**src/sv/mpt_pkg.sv**
```systemverilog
// Shared types, codes and reset constants of the mouse pointer tracker.
package mpt_pkg;

    localparam int BUTTON_COUNT_DEF = 5;
    localparam int BUTTON_BITS      = 5;

    typedef enum logic [1:0] {
        OP_REPORT   = 2'd0,
        OP_SET_POS  = 2'd1,
        OP_RECENTER = 2'd2
    } t_op;

    typedef enum logic [2:0] {
        CFG_ACCEL_EN  = 3'd0,
        CFG_ACCEL_THR = 3'd1,
        CFG_MIN_X     = 3'd2,
        CFG_MAX_X     = 3'd3,
        CFG_MIN_Y     = 3'd4,
        CFG_MAX_Y     = 3'd5
    } t_cfg_idx;

    localparam logic EV_BUTTON = 1'b0;
    localparam logic EV_MOTION = 1'b1;

    localparam logic               ACCEL_EN_RST  = 1'b1;
    localparam logic [14:0]        ACCEL_THR_RST = 15'd10;
    localparam logic signed [15:0] MIN_X_RST     = 16'sd0;
    localparam logic signed [15:0] MAX_X_RST     = 16'sd1023;
    localparam logic signed [15:0] MIN_Y_RST     = 16'sd0;
    localparam logic signed [15:0] MAX_Y_RST     = 16'sd767;
    localparam logic signed [15:0] CURSOR_X_RST  = 16'sd512;
    localparam logic signed [15:0] CURSOR_Y_RST  = 16'sd384;

    typedef struct packed {
        logic               accel_en;
        logic [14:0]        accel_thr;
        logic signed [15:0] min_x;
        logic signed [15:0] max_x;
        logic signed [15:0] min_y;
        logic signed [15:0] max_y;
    } t_cfg;

    // Everything needed to emit all results of one item.
    typedef struct packed {
        logic [BUTTON_BITS-1:0] changed;
        logic [BUTTON_BITS-1:0] buttons;
        logic signed [16:0]     move_x;
        logic signed [16:0]     move_y;
        logic signed [7:0]      wheel;
        logic signed [15:0]     old_x;
        logic signed [15:0]     old_y;
        logic signed [15:0]     new_x;
        logic signed [15:0]     new_y;
    } t_bundle;

endpackage

```
**src/sv/mouse_pointer_tracker.sv**
```systemverilog
// An accepted item waits in the input register until the result register has space.
// An item gives one result per cycle unless stalled: a report with n changed buttons
// gives n + 1 results, other operations one; the result register sets this pace.
// A new item is taken every cycle, unless stalled, while each item yields a single result.
// Synchronous active-low reset clears the cursor to 512/384, the buttons and
// the pipeline, and loads the configuration defaults.
module mouse_pointer_tracker #(
    parameter int P_BUTTON_COUNT = mpt_pkg::BUTTON_COUNT_DEF
) (
    input  logic                 i_clk,
    input  logic                 i_rst_n,
    input  logic                 i_cfg_valid,
    output logic                 o_cfg_ready,
    input  logic [2:0]           i_cfg_index,
    input  logic [15:0]          i_cfg_data,
    input  logic                 i_valid,
    output logic                 o_stall,
    input  logic [1:0]           i_operation,
    input  logic [4:0]           i_buttons,
    input  logic signed [15:0]   i_delta_x,
    input  logic signed [15:0]   i_delta_y,
    input  logic signed [7:0]    i_wheel,
    input  logic signed [15:0]   i_new_x,
    input  logic signed [15:0]   i_new_y,
    output logic                 o_valid,
    input  logic                 i_stall,
    output logic                 o_event_kind,
    output logic [2:0]           o_button_number,
    output logic                 o_pressed,
    output logic [4:0]           o_held_buttons,
    output logic signed [16:0]   o_move_x,
    output logic signed [16:0]   o_move_y,
    output logic signed [7:0]    o_wheel_out,
    output logic signed [15:0]   o_pointer_x,
    output logic signed [15:0]   o_pointer_y,
    output logic                 o_last
);
    import mpt_pkg::*;

    t_cfg    r_cfg;
    t_bundle bun;
    logic    bun_valid;
    logic    space;

    assign o_cfg_ready = 1'b1;

    always_ff @(posedge i_clk) begin
        if (!i_rst_n) begin
            r_cfg.accel_en  <= ACCEL_EN_RST;
            r_cfg.accel_thr <= ACCEL_THR_RST;
            r_cfg.min_x     <= MIN_X_RST;
            r_cfg.max_x     <= MAX_X_RST;
            r_cfg.min_y     <= MIN_Y_RST;
            r_cfg.max_y     <= MAX_Y_RST;
        end else if (i_cfg_valid && o_cfg_ready) begin
            case (t_cfg_idx'(i_cfg_index))
                CFG_ACCEL_EN:  r_cfg.accel_en  <= i_cfg_data[0];
                CFG_ACCEL_THR: r_cfg.accel_thr <= i_cfg_data[14:0];
                CFG_MIN_X:     r_cfg.min_x     <= i_cfg_data;
                CFG_MAX_X:     r_cfg.max_x     <= i_cfg_data;
                CFG_MIN_Y:     r_cfg.min_y     <= i_cfg_data;
                CFG_MAX_Y:     r_cfg.max_y     <= i_cfg_data;
                default: ;
            endcase
        end
    end

    mpt_calc #(
        .P_BUTTON_COUNT (P_BUTTON_COUNT)
    ) u_calc (
        .i_clk       (i_clk),
        .i_rst_n     (i_rst_n),
        .i_cfg       (r_cfg),
        .i_valid     (i_valid),
        .o_stall     (o_stall),
        .i_operation (i_operation),
        .i_buttons   (i_buttons),
        .i_delta_x   (i_delta_x),
        .i_delta_y   (i_delta_y),
        .i_wheel     (i_wheel),
        .i_new_x     (i_new_x),
        .i_new_y     (i_new_y),
        .i_space     (space),
        .o_bun_valid (bun_valid),
        .o_bun       (bun)
    );

    mpt_emit #(
        .P_BUTTON_COUNT (P_BUTTON_COUNT)
    ) u_emit (
        .i_clk           (i_clk),
        .i_rst_n         (i_rst_n),
        .i_bun_valid     (bun_valid),
        .i_bun           (bun),
        .o_space         (space),
        .o_valid         (o_valid),
        .i_stall         (i_stall),
        .o_event_kind    (o_event_kind),
        .o_button_number (o_button_number),
        .o_pressed       (o_pressed),
        .o_held_buttons  (o_held_buttons),
        .o_move_x        (o_move_x),
        .o_move_y        (o_move_y),
        .o_wheel_out     (o_wheel_out),
        .o_pointer_x     (o_pointer_x),
        .o_pointer_y     (o_pointer_y),
        .o_last          (o_last)
    );

endmodule

```
**src/sv/mpt_calc.sv**
```systemverilog
// Input register, cursor and button state, and the single-pass update of one item.
module mpt_calc #(
    parameter int P_BUTTON_COUNT = mpt_pkg::BUTTON_COUNT_DEF
) (
    input  logic                 i_clk,
    input  logic                 i_rst_n,
    input  mpt_pkg::t_cfg        i_cfg,
    input  logic                 i_valid,
    output logic                 o_stall,
    input  logic [1:0]           i_operation,
    input  logic [4:0]           i_buttons,
    input  logic signed [15:0]   i_delta_x,
    input  logic signed [15:0]   i_delta_y,
    input  logic signed [7:0]    i_wheel,
    input  logic signed [15:0]   i_new_x,
    input  logic signed [15:0]   i_new_y,
    input  logic                 i_space,
    output logic                 o_bun_valid,
    output mpt_pkg::t_bundle     o_bun
);
    import mpt_pkg::*;

    localparam int LP_EV = (P_BUTTON_COUNT < BUTTON_BITS) ? P_BUTTON_COUNT : BUTTON_BITS;
    localparam logic [BUTTON_BITS-1:0] LP_EV_MASK = BUTTON_BITS'((1 << LP_EV) - 1);

    function automatic logic signed [16:0] f_accel(input logic signed [15:0] d,
                                                   input logic en,
                                                   input logic [14:0] thr);
        logic signed [16:0] dx;
        logic signed [16:0] half;
        logic [16:0]        mag;
        dx   = 17'(d);
        mag  = dx[16] ? 17'(-dx) : 17'(dx);
        // Halving rounds toward zero, so negative values get one added first.
        half = $signed(dx + $signed({16'd0, dx[16]})) >>> 1;
        return (en && (mag > {2'b00, thr})) ? dx + half : dx;
    endfunction

    function automatic logic signed [15:0] f_clamp(input logic signed [17:0] v,
                                                   input logic signed [15:0] lo,
                                                   input logic signed [15:0] hi);
        logic signed [17:0] t;
        t = v;
        if (t < 18'(lo)) t = 18'(lo);
        if (t > 18'(hi)) t = 18'(hi);
        return 16'(t);
    endfunction

    function automatic logic signed [15:0] f_mid(input logic signed [15:0] lo,
                                                 input logic signed [15:0] hi);
        logic signed [16:0] s;
        logic signed [16:0] h;
        s = 17'(lo) + 17'(hi);
        h = $signed(s + $signed({16'd0, s[16]})) >>> 1;
        return 16'(h);
    endfunction

    logic                 r_in_valid;
    logic [1:0]           r_op;
    logic [4:0]           r_buttons;
    logic signed [15:0]   r_dx, r_dy, r_nx, r_ny;
    logic signed [7:0]    r_wheel;
    logic signed [15:0]   r_cur_x, r_cur_y;
    logic [4:0]           r_held;

    logic                 op_ok;
    logic                 adv;
    logic                 load;
    logic signed [16:0]   acc_x, acc_y;
    logic signed [15:0]   n_cur_x, n_cur_y;
    logic [4:0]           n_held;
    t_bundle              bun;

    assign acc_x = f_accel(r_dx, i_cfg.accel_en, i_cfg.accel_thr);
    assign acc_y = f_accel(r_dy, i_cfg.accel_en, i_cfg.accel_thr);

    always_comb begin
        op_ok       = 1'b1;
        n_cur_x     = r_cur_x;
        n_cur_y     = r_cur_y;
        n_held      = r_held;
        bun.changed = '0;
        bun.buttons = r_held;
        bun.move_x  = '0;
        bun.move_y  = '0;
        bun.wheel   = '0;
        bun.old_x   = r_cur_x;
        bun.old_y   = r_cur_y;
        case (t_op'(r_op))
            OP_REPORT: begin
                n_cur_x     = f_clamp(18'(r_cur_x) + 18'(acc_x), i_cfg.min_x, i_cfg.max_x);
                n_cur_y     = f_clamp(18'(r_cur_y) + 18'(acc_y), i_cfg.min_y, i_cfg.max_y);
                n_held      = r_buttons;
                bun.changed = (r_held ^ r_buttons) & LP_EV_MASK;
                bun.buttons = r_buttons;
                bun.move_x  = acc_x;
                bun.move_y  = acc_y;
                bun.wheel   = r_wheel;
            end
            OP_SET_POS: begin
                n_cur_x = f_clamp(18'(r_nx), i_cfg.min_x, i_cfg.max_x);
                n_cur_y = f_clamp(18'(r_ny), i_cfg.min_y, i_cfg.max_y);
            end
            OP_RECENTER: begin
                n_cur_x = f_mid(i_cfg.min_x, i_cfg.max_x);
                n_cur_y = f_mid(i_cfg.min_y, i_cfg.max_y);
            end
            default: begin
                op_ok = 1'b0;
            end
        endcase
        bun.new_x = n_cur_x;
        bun.new_y = n_cur_y;
    end

    // An unused operation leaves the input register without producing anything.
    assign adv         = r_in_valid & (~op_ok | i_space);
    assign o_stall     = r_in_valid & ~adv;
    assign load        = i_valid & ~o_stall;
    assign o_bun_valid = r_in_valid & op_ok;
    assign o_bun       = bun;

    always_ff @(posedge i_clk) begin
        if (!i_rst_n) begin
            r_in_valid <= 1'b0;
            r_cur_x    <= CURSOR_X_RST;
            r_cur_y    <= CURSOR_Y_RST;
            r_held     <= '0;
        end else begin
            if (load) begin
                r_in_valid <= 1'b1;
            end else if (adv) begin
                r_in_valid <= 1'b0;
            end
            if (adv && op_ok) begin
                r_cur_x <= n_cur_x;
                r_cur_y <= n_cur_y;
                r_held  <= n_held;
            end
        end
    end

    always_ff @(posedge i_clk) begin
        if (load) begin
            r_op      <= i_operation;
            r_buttons <= i_buttons;
            r_dx      <= i_delta_x;
            r_dy      <= i_delta_y;
            r_wheel   <= i_wheel;
            r_nx      <= i_new_x;
            r_ny      <= i_new_y;
        end
    end

endmodule

```
**src/sv/mpt_emit.sv**
```systemverilog
// Result register that plays out the button events and the final motion event of an item.
module mpt_emit #(
    parameter int P_BUTTON_COUNT = mpt_pkg::BUTTON_COUNT_DEF
) (
    input  logic                 i_clk,
    input  logic                 i_rst_n,
    input  logic                 i_bun_valid,
    input  mpt_pkg::t_bundle     i_bun,
    output logic                 o_space,
    output logic                 o_valid,
    input  logic                 i_stall,
    output logic                 o_event_kind,
    output logic [2:0]           o_button_number,
    output logic                 o_pressed,
    output logic [4:0]           o_held_buttons,
    output logic signed [16:0]   o_move_x,
    output logic signed [16:0]   o_move_y,
    output logic signed [7:0]    o_wheel_out,
    output logic signed [15:0]   o_pointer_x,
    output logic signed [15:0]   o_pointer_y,
    output logic                 o_last
);
    import mpt_pkg::*;

    localparam int LP_EV = (P_BUTTON_COUNT < BUTTON_BITS) ? P_BUTTON_COUNT : BUTTON_BITS;

    logic             r_valid;
    t_bundle          r_bun;
    logic [LP_EV-1:0] r_mask;

    logic [LP_EV-1:0] low;
    logic [LP_EV-1:0] n_mask;
    logic [2:0]       num;
    logic             any;
    logic             take;
    logic             done;
    logic             load;

    // Lowest pending button goes first, so events come out in ascending order.
    assign low = r_mask & (~r_mask + LP_EV'(1));
    assign any = |r_mask;

    always_comb begin
        num = '0;
        for (int i = 0; i < LP_EV; i++) begin
            if (low[i]) num = 3'(i + 1);
        end
    end

    assign take    = r_valid & ~i_stall;
    assign done    = take & ~any;
    assign o_space = ~r_valid | done;
    assign load    = i_bun_valid & o_space;

    always_comb begin
        n_mask = r_mask;
        if (load) begin
            n_mask = i_bun.changed[LP_EV-1:0];
        end else if (take) begin
            n_mask = r_mask & ~low;
        end
    end

    always_ff @(posedge i_clk) begin
        if (!i_rst_n) begin
            r_valid <= 1'b0;
            r_mask  <= '0;
        end else begin
            r_mask <= n_mask;
            if (load) begin
                r_valid <= 1'b1;
            end else if (done) begin
                r_valid <= 1'b0;
            end
        end
    end

    always_ff @(posedge i_clk) begin
        if (load) begin
            r_bun <= i_bun;
        end
    end

    assign o_valid         = r_valid;
    assign o_event_kind    = any ? EV_BUTTON : EV_MOTION;
    assign o_button_number = any ? num : 3'd0;
    assign o_pressed       = any & (|(low & r_bun.buttons[LP_EV-1:0]));
    assign o_held_buttons  = r_bun.buttons;
    assign o_move_x        = any ? 17'sd0 : r_bun.move_x;
    assign o_move_y        = any ? 17'sd0 : r_bun.move_y;
    assign o_wheel_out     = any ? 8'sd0 : r_bun.wheel;
    assign o_pointer_x     = any ? r_bun.old_x : r_bun.new_x;
    assign o_pointer_y     = any ? r_bun.old_y : r_bun.new_y;
    assign o_last          = ~any;

endmodule

```
**config.mk**
```make
export PLATFORM = sky130hd
export DESIGN_NAME = mouse_pointer_tracker
export DESIGN_NICKNAME = d
export VERILOG_FILES = /design/src/sv/mpt_pkg.sv /design/src/sv/mouse_pointer_tracker.sv /design/src/sv/mpt_calc.sv /design/src/sv/mpt_emit.sv
export SDC_FILE = /design/constraint.sdc
export NUM_CORES = 1
export LEC_CHECK = 0
export ABC_AREA = 1
export CORE_UTILIZATION = 45
export DETAILED_ROUTE_END_ITERATION = 8
export DONT_BUFFER_PORTS = 1
export GPL_TIMING_DRIVEN = 0
export PLACE_DENSITY = 0.67
export SKIP_CTS_REPAIR_TIMING = 1
export SYNTH_ARGS = -nofsm -noshare
export SYNTH_HDL_FRONTEND = slang
export SYNTH_SLANG_ARGS = --single-unit
export TNS_END_PERCENT = 10
```
**constraint.sdc**
```tcl
create_clock -name i_clk -period 23.2 [get_ports i_clk]
set_input_delay 4.64 -clock i_clk [delete_from_list [all_inputs] [get_ports i_clk]]
set_output_delay 4.64 -clock i_clk [all_outputs]
set_load 0.02 [all_outputs]
```
### After elaboration in Yosys (flattened, before gate mapping)

Cells that the tools add are included.

* register bits after elaboration: 314
* output and inout bits: 88

* add/subtract/negate cells: 13
* $lt $le $gt $ge: 10
* equal/unequal tests: 7
* multiplexer cells: 38
* bitwise logic cells: 22
* reduce and logical (&&, ||, !) cells: 18

Operators by type and width (count)
* 18-bit 2-to-1 mux: 8
* 17-bit 2-to-1 mux: 6
* 16-bit 2-to-1 mux: 6
* 16-bit one-hot mux with 3 select lines: 2
* 18-bit by 16-bit > comparator with 1-bit output: 4
* 16-bit by 16-bit adder with 17-bit output: 4
* 52-bit 2-to-1 mux: 1
* 16-bit by 17-bit adder with 18-bit output: 2
* 18-bit by 16-bit less-than comparator with 1-bit output: 2
* 16-bit by 2-bit adder with 17-bit output: 2
* 17-bit by 2-bit adder with 17-bit output: 2
* 17-bit by 15-bit > comparator with 1-bit output: 2
* 16-bit negator with 17-bit output: 2
* 16-bit less-than comparator: 2
* 5-bit bitwise AND: 3
* 2-bit AND reduction: 7
* 5-bit 2-to-1 mux: 2
* 5-bit NOT: 2
* 5-bit OR reduction: 2
* 3-bit 2-to-1 mux: 3
* 1-bit bitwise AND: 8
* 8-bit 2-to-1 mux: 1
* 1-bit 2-to-1 mux: 7
* 3-bit by 2-bit equality test with 1-bit output (second input constant): 2
* 14 further kinds: 26

### Longest topological paths before layout

* depth after elaboration: 12
* depth in mapped cells: 62

### By module

A second synthesis with hierarchy kept.

* cells, all modules: 3951
* area, all modules: 26959.6 µm²

By module, submodules not included
* mpt_calc: instances 1, cells each 3134, area an instance 19247.2 µm², seq. area each 3133.0 µm²
* mpt_emit: instances 1, cells each 373, area an instance 4560.6 µm², seq. area each 3453.3 µm²
* mouse_pointer_tracker: instances 1, cells each 444, area an instance 3151.8 µm², seq. area each 1601.5 µm²

### Worst setup path before layout

OpenSTA, ideal clock, no wires.

* path kind: input to output
* start: input i_stall
* end: output o_stall
* arrival: 5373 ps
* setup slack: 13187 ps
* stages on the path: 4
* path buffers: 0
* cells stage by stage: nor2_1 -> a21oi_1 -> inv_1 -> nor2_1

* word-level cells in the longest chain between the ends: 8

RTL lines
* start: declaration: RTL line mouse_pointer_tracker.sv:26 `input logic i_stall,`
* 1-bit NOT: RTL line mpt_emit.sv:50 `assign take = r_valid & ~i_stall;`
* 1-bit bitwise AND: RTL line mpt_emit.sv:50
* 1-bit bitwise AND: RTL line mpt_emit.sv:51 `assign done = take & ~any;`
* 1-bit bitwise OR: RTL line mpt_emit.sv:52 `assign o_space = ~r_valid | done;`
* 1-bit bitwise OR: RTL line mpt_calc.sv:117 `assign adv = r_in_valid & (~op_ok | i_space);`
* 1-bit bitwise AND: RTL line mpt_calc.sv:117
* 1-bit NOT: RTL line mpt_calc.sv:118 `assign o_stall = r_in_valid & ~adv;`
* 1-bit bitwise AND: RTL line mpt_calc.sv:118
* end: declaration: RTL line mouse_pointer_tracker.sv:17 `output logic o_stall,`

Every way passes these cells.

### Worst setup path in the final report

Ends and elaborated chain as after synthesis.

==> results.yml <==
sta:
  worst_slack_ns: 12.96
  fin_tns_setup_ns: 0
  fin_hold_ws_ns: 0.4737
  setup_viol: 0
  slew_headroom_pct: 20.73
  period_minus_slack_ns: 10.24
  slew_viol_final: 0
  tightest_slew_ns: 1.185
  rsz0062_at_grt: "no"
  fmax_mhz: 97.70
  hold_viol_final: 0
  fin_worst_skew_ns: 0.03214
  period_share_pct: 44.12
critical_path:
  endpoint_kind: "output port"
  worst_setup_path_start_kind: "input pin"
  critPathKind: "in2out"
  r2r-start: "u_calc.r_dy[1]"
  crit_required_ns: 18.56
  ff2ff_setup_slack_ns: 13.56
  worstSetupEndpoint: "o_stall"
  arrival_ns: 5.60
  startpoint: "i_stall"
  worstReg2RegEnd: "u_emit.r_bun[6]"
  r2r_cells: 50
  cp_max_fo: 5
finish:
  nNetsFinal: 4070
  area_delta_synth_final_pct: 8.965
  multi_input_area_um2: 15090
  seq_area_um2: 8188
  nFillCells: 5754
  drive_gt1_share_pct: 4.891
cts:
  root_buffer: "clkbuf_16"
  clkSinkCount: 314
  cts_made_buffers: 37
  clk_latency_ns: 0.59
  cts-htree-levels: 2
  tritoncts: "yes"
  clk_pin_slew_worst_paths_ns: 0.06
  clock_path_buffers: 3
routing:
  post_drt_via_cell_ratio: 5.457
  drc: 0
  antenna_left: 0
  post_drt_wl_per_cell_um: 19.26
  drtPass1Iterations: 7
  drtIter0Drc: 2414
  wl_um: 86420
  num_vias: 24480
yosys:
  synth.most_common_cell: "nand2_1"
  synth_nets: 4029
  ys_warn_count: 0
  yosysUniqueCellTypes: 51
  synthCells: 3651
  yosysSeqAreaShare_pct: 31.97
  synthTopCellsByArea: "edfxtp_1 (22%), nand2_1 (15%), ha_1 (13%)"
  async_reset_ff_share_pct: 0
  ys_ff_latch: 314
  synth_commonest_cells: "nand2_1 (990), inv_1 (478), nor2_1 (347)"
  synth_area_um2: 25610
  synth_top_area_cell: "edfxtp_1"
  synth_edf_count: 190
  synth_top_area_share_pct: 22.28
  synth_area_per_cell_um2: 7.014
  ys.flop_type: "edfxtp_1"
min_path:
  hp-class: "reg2reg"
place:
  dp_hpwl_um: 70040
  dp_worst_setup_slack_ns: 12.97
  numPortBuffers: 0
  gp_congestion: 1.022
grt:
  overflow: 0
  antenna_found_initial: 7
  grt_pass1_wl_um: 127900
  grt_usage_pct: 29.42
  first_global_vias: 21910
  grt_max_degree: 69
floorplan:
  initial_core_util_pct: 45.51
  fp.dieW_um: 240.6
  rows: 87
  die_h_um: 240.6
  core_um2: 56280
  ios: 191
  die-area_um2: 57870
flow_run:
  drv_cap: 0
power_and_ir_drop:
  p_per_area_nw_per_um2: 83.67
  leakagePower_nw: 13.35
  vdd_drop_max_v: 0.00006789
outcome:
  status: "finished clean"
==> state kept, by name (all words and copies together) (netlist names) <==
name / count
u_calc.r_cur_y: 16
u_calc.r_in_valid: 1
u_calc.r_cur_x: 16
u_calc.r_held: 5
u_emit.r_mask: 5
u_calc.r_buttons: 5
u_calc.r_op: 2
u_calc.r_nx: 16
u_calc.r_dx: 16
u_calc.r_ny: 16
u_emit.o_valid: 1
u_emit.r_bun: 106
u_emit.o_held_buttons: 5
u_calc.r_wheel: 8
r_cfg: 80
u_calc.r_dy: 16
==> cell type report <==
type / instances / share of cell area, %
repair buffers: 2 / 0.1973
well taps: 756 / 3.390
multi-input cells: 2740 / 54.06
plain buffers: 100 / 1.699
flip-flops and latches: 314 / 29.34
clock buffers: 54 / 3.991
clock inverters: 14 / 0.5380
diodes: 10 / 0.08967
inverters: 497 / 6.694
==> per-layer routing <==
metal	share of wire, %	track usage (%)	wire [um]	vias up
li1	-	-	-	12160
met1	42	38.40	36530	11110
met2	45	47.32	38980	1009
met3	8.4	5.707	7223	202
met4	4.3	12.57	3683	0
met5	0	0	0	-
==> worst min path at each step <==
| stage | start | to | slack, ns | cells after the start |
|---|---|---|---|---|
| 4_1_cts | u_calc.r_held[4] | u_calc.r_held[4] | 0.48 | 2 |
| 6_report | u_calc.r_held[4] | u_calc.r_held[4] | 0.47 | 2 |
| 5_1_grt | u_calc.r_held[4] | u_calc.r_held[4] | 0.51 | 2 |
| 3_5_place_dp | u_calc.r_held[4] | u_calc.r_held[4] | 0.47 | 2 |
| 2_1_floorplan | u_calc.r_cur_y[0] | u_emit.r_bun[32] | 0.45 | 0 |
| 3_3_place_gp | u_calc.r_held[0] | u_calc.r_held[0] | 0.46 | 2 |
==> critical path: stages <==
cell,delay [ns]
nor2_1,0.09
a21oi_1,0.30
inv_1,0.09
nor2_1,0.47
==> stage by stage <==
step | utilization (%) | std cells | power, mW | cell area [um^2]
global route | 49.54 | 4477 | 2.498 | 27880
detailed placement | 47.30 | 4409 | 1.704 | 26620
CTS | 49.54 | 4477 | 2.323 | 27880
global placement | 47.19 | 4407 | 1.691 | 26560
finish | 49.59 | 4487 | 2.335 | 27910
floorplan | - | 3651 | 1.430 | 25610
==> where the power goes <==
part           internal, mW  leakage (nW)  total, mW  switching [mW]
sequential            0.636          2.85      0.665          0.0291
combinational         0.341          9.89       1.05           0.712
clock                 0.367         0.617      0.616           0.249
==> placed cells by master, fill, tap and decap left out, types with 4 or more instances in the layout <==
| cell | count |
|---|---|
| or2_2 | 10 |
| diode_2 | 10 |
| nand3b_1 | 12 |
| nor3_1 | 27 |
| o2111ai_1 | 4 |
| nand4_1 | 71 |
| inv_2 | 16 |
| clkbuf_1 | 64 |
| clkinv_1 | 6 |
| o21ai_1 | 34 |
| edfxtp_1 | 190 |
| dfxtp_1 | 124 |
| clkbuf_16 | 40 |
| xor2_1 | 92 |
| buf_2 | 28 |
| buf_4 | 12 |
| ha_1 | 269 |
| o211ai_1 | 17 |
| nor3_2 | 8 |
| a21o_1 | 6 |
| a21oi_1 | 246 |
| inv_1 | 477 |
| nor4_1 | 8 |
| and2_1 | 21 |
| nor2_2 | 11 |
| xnor2_1 | 17 |
| clkinv_2 | 5 |
| o21ai_0 | 182 |
| o21ai_2 | 12 |
| nand2_2 | 11 |
| nor2_1 | 347 |
| a31oi_1 | 6 |
| nand3_1 | 289 |
| o21a_1 | 8 |
| nor2_4 | 4 |
| clkbuf_8 | 6 |
| o21bai_1 | 7 |
| nand2_1 | 990 |
| fa_1 | 6 |
==> cells by family (layout without fill, tap and decap cells) <==
kind of cell | after synthesis | after routing | share of synthesized area, %
compound gates | 535 | 535 | 11.22
xor+xnor | 109 | 109 | 3.728
fa+ha+maj | 275 | 275 | 13.61
simple gates | 1820 | 1820 | 30.33
buf+inv | 597 | 667 | 9.122
flops | 314 | 314 | 31.97
other cells | 1 | 11 | 0.01464
Note: power is estimated with default switching activity, not from simulation.
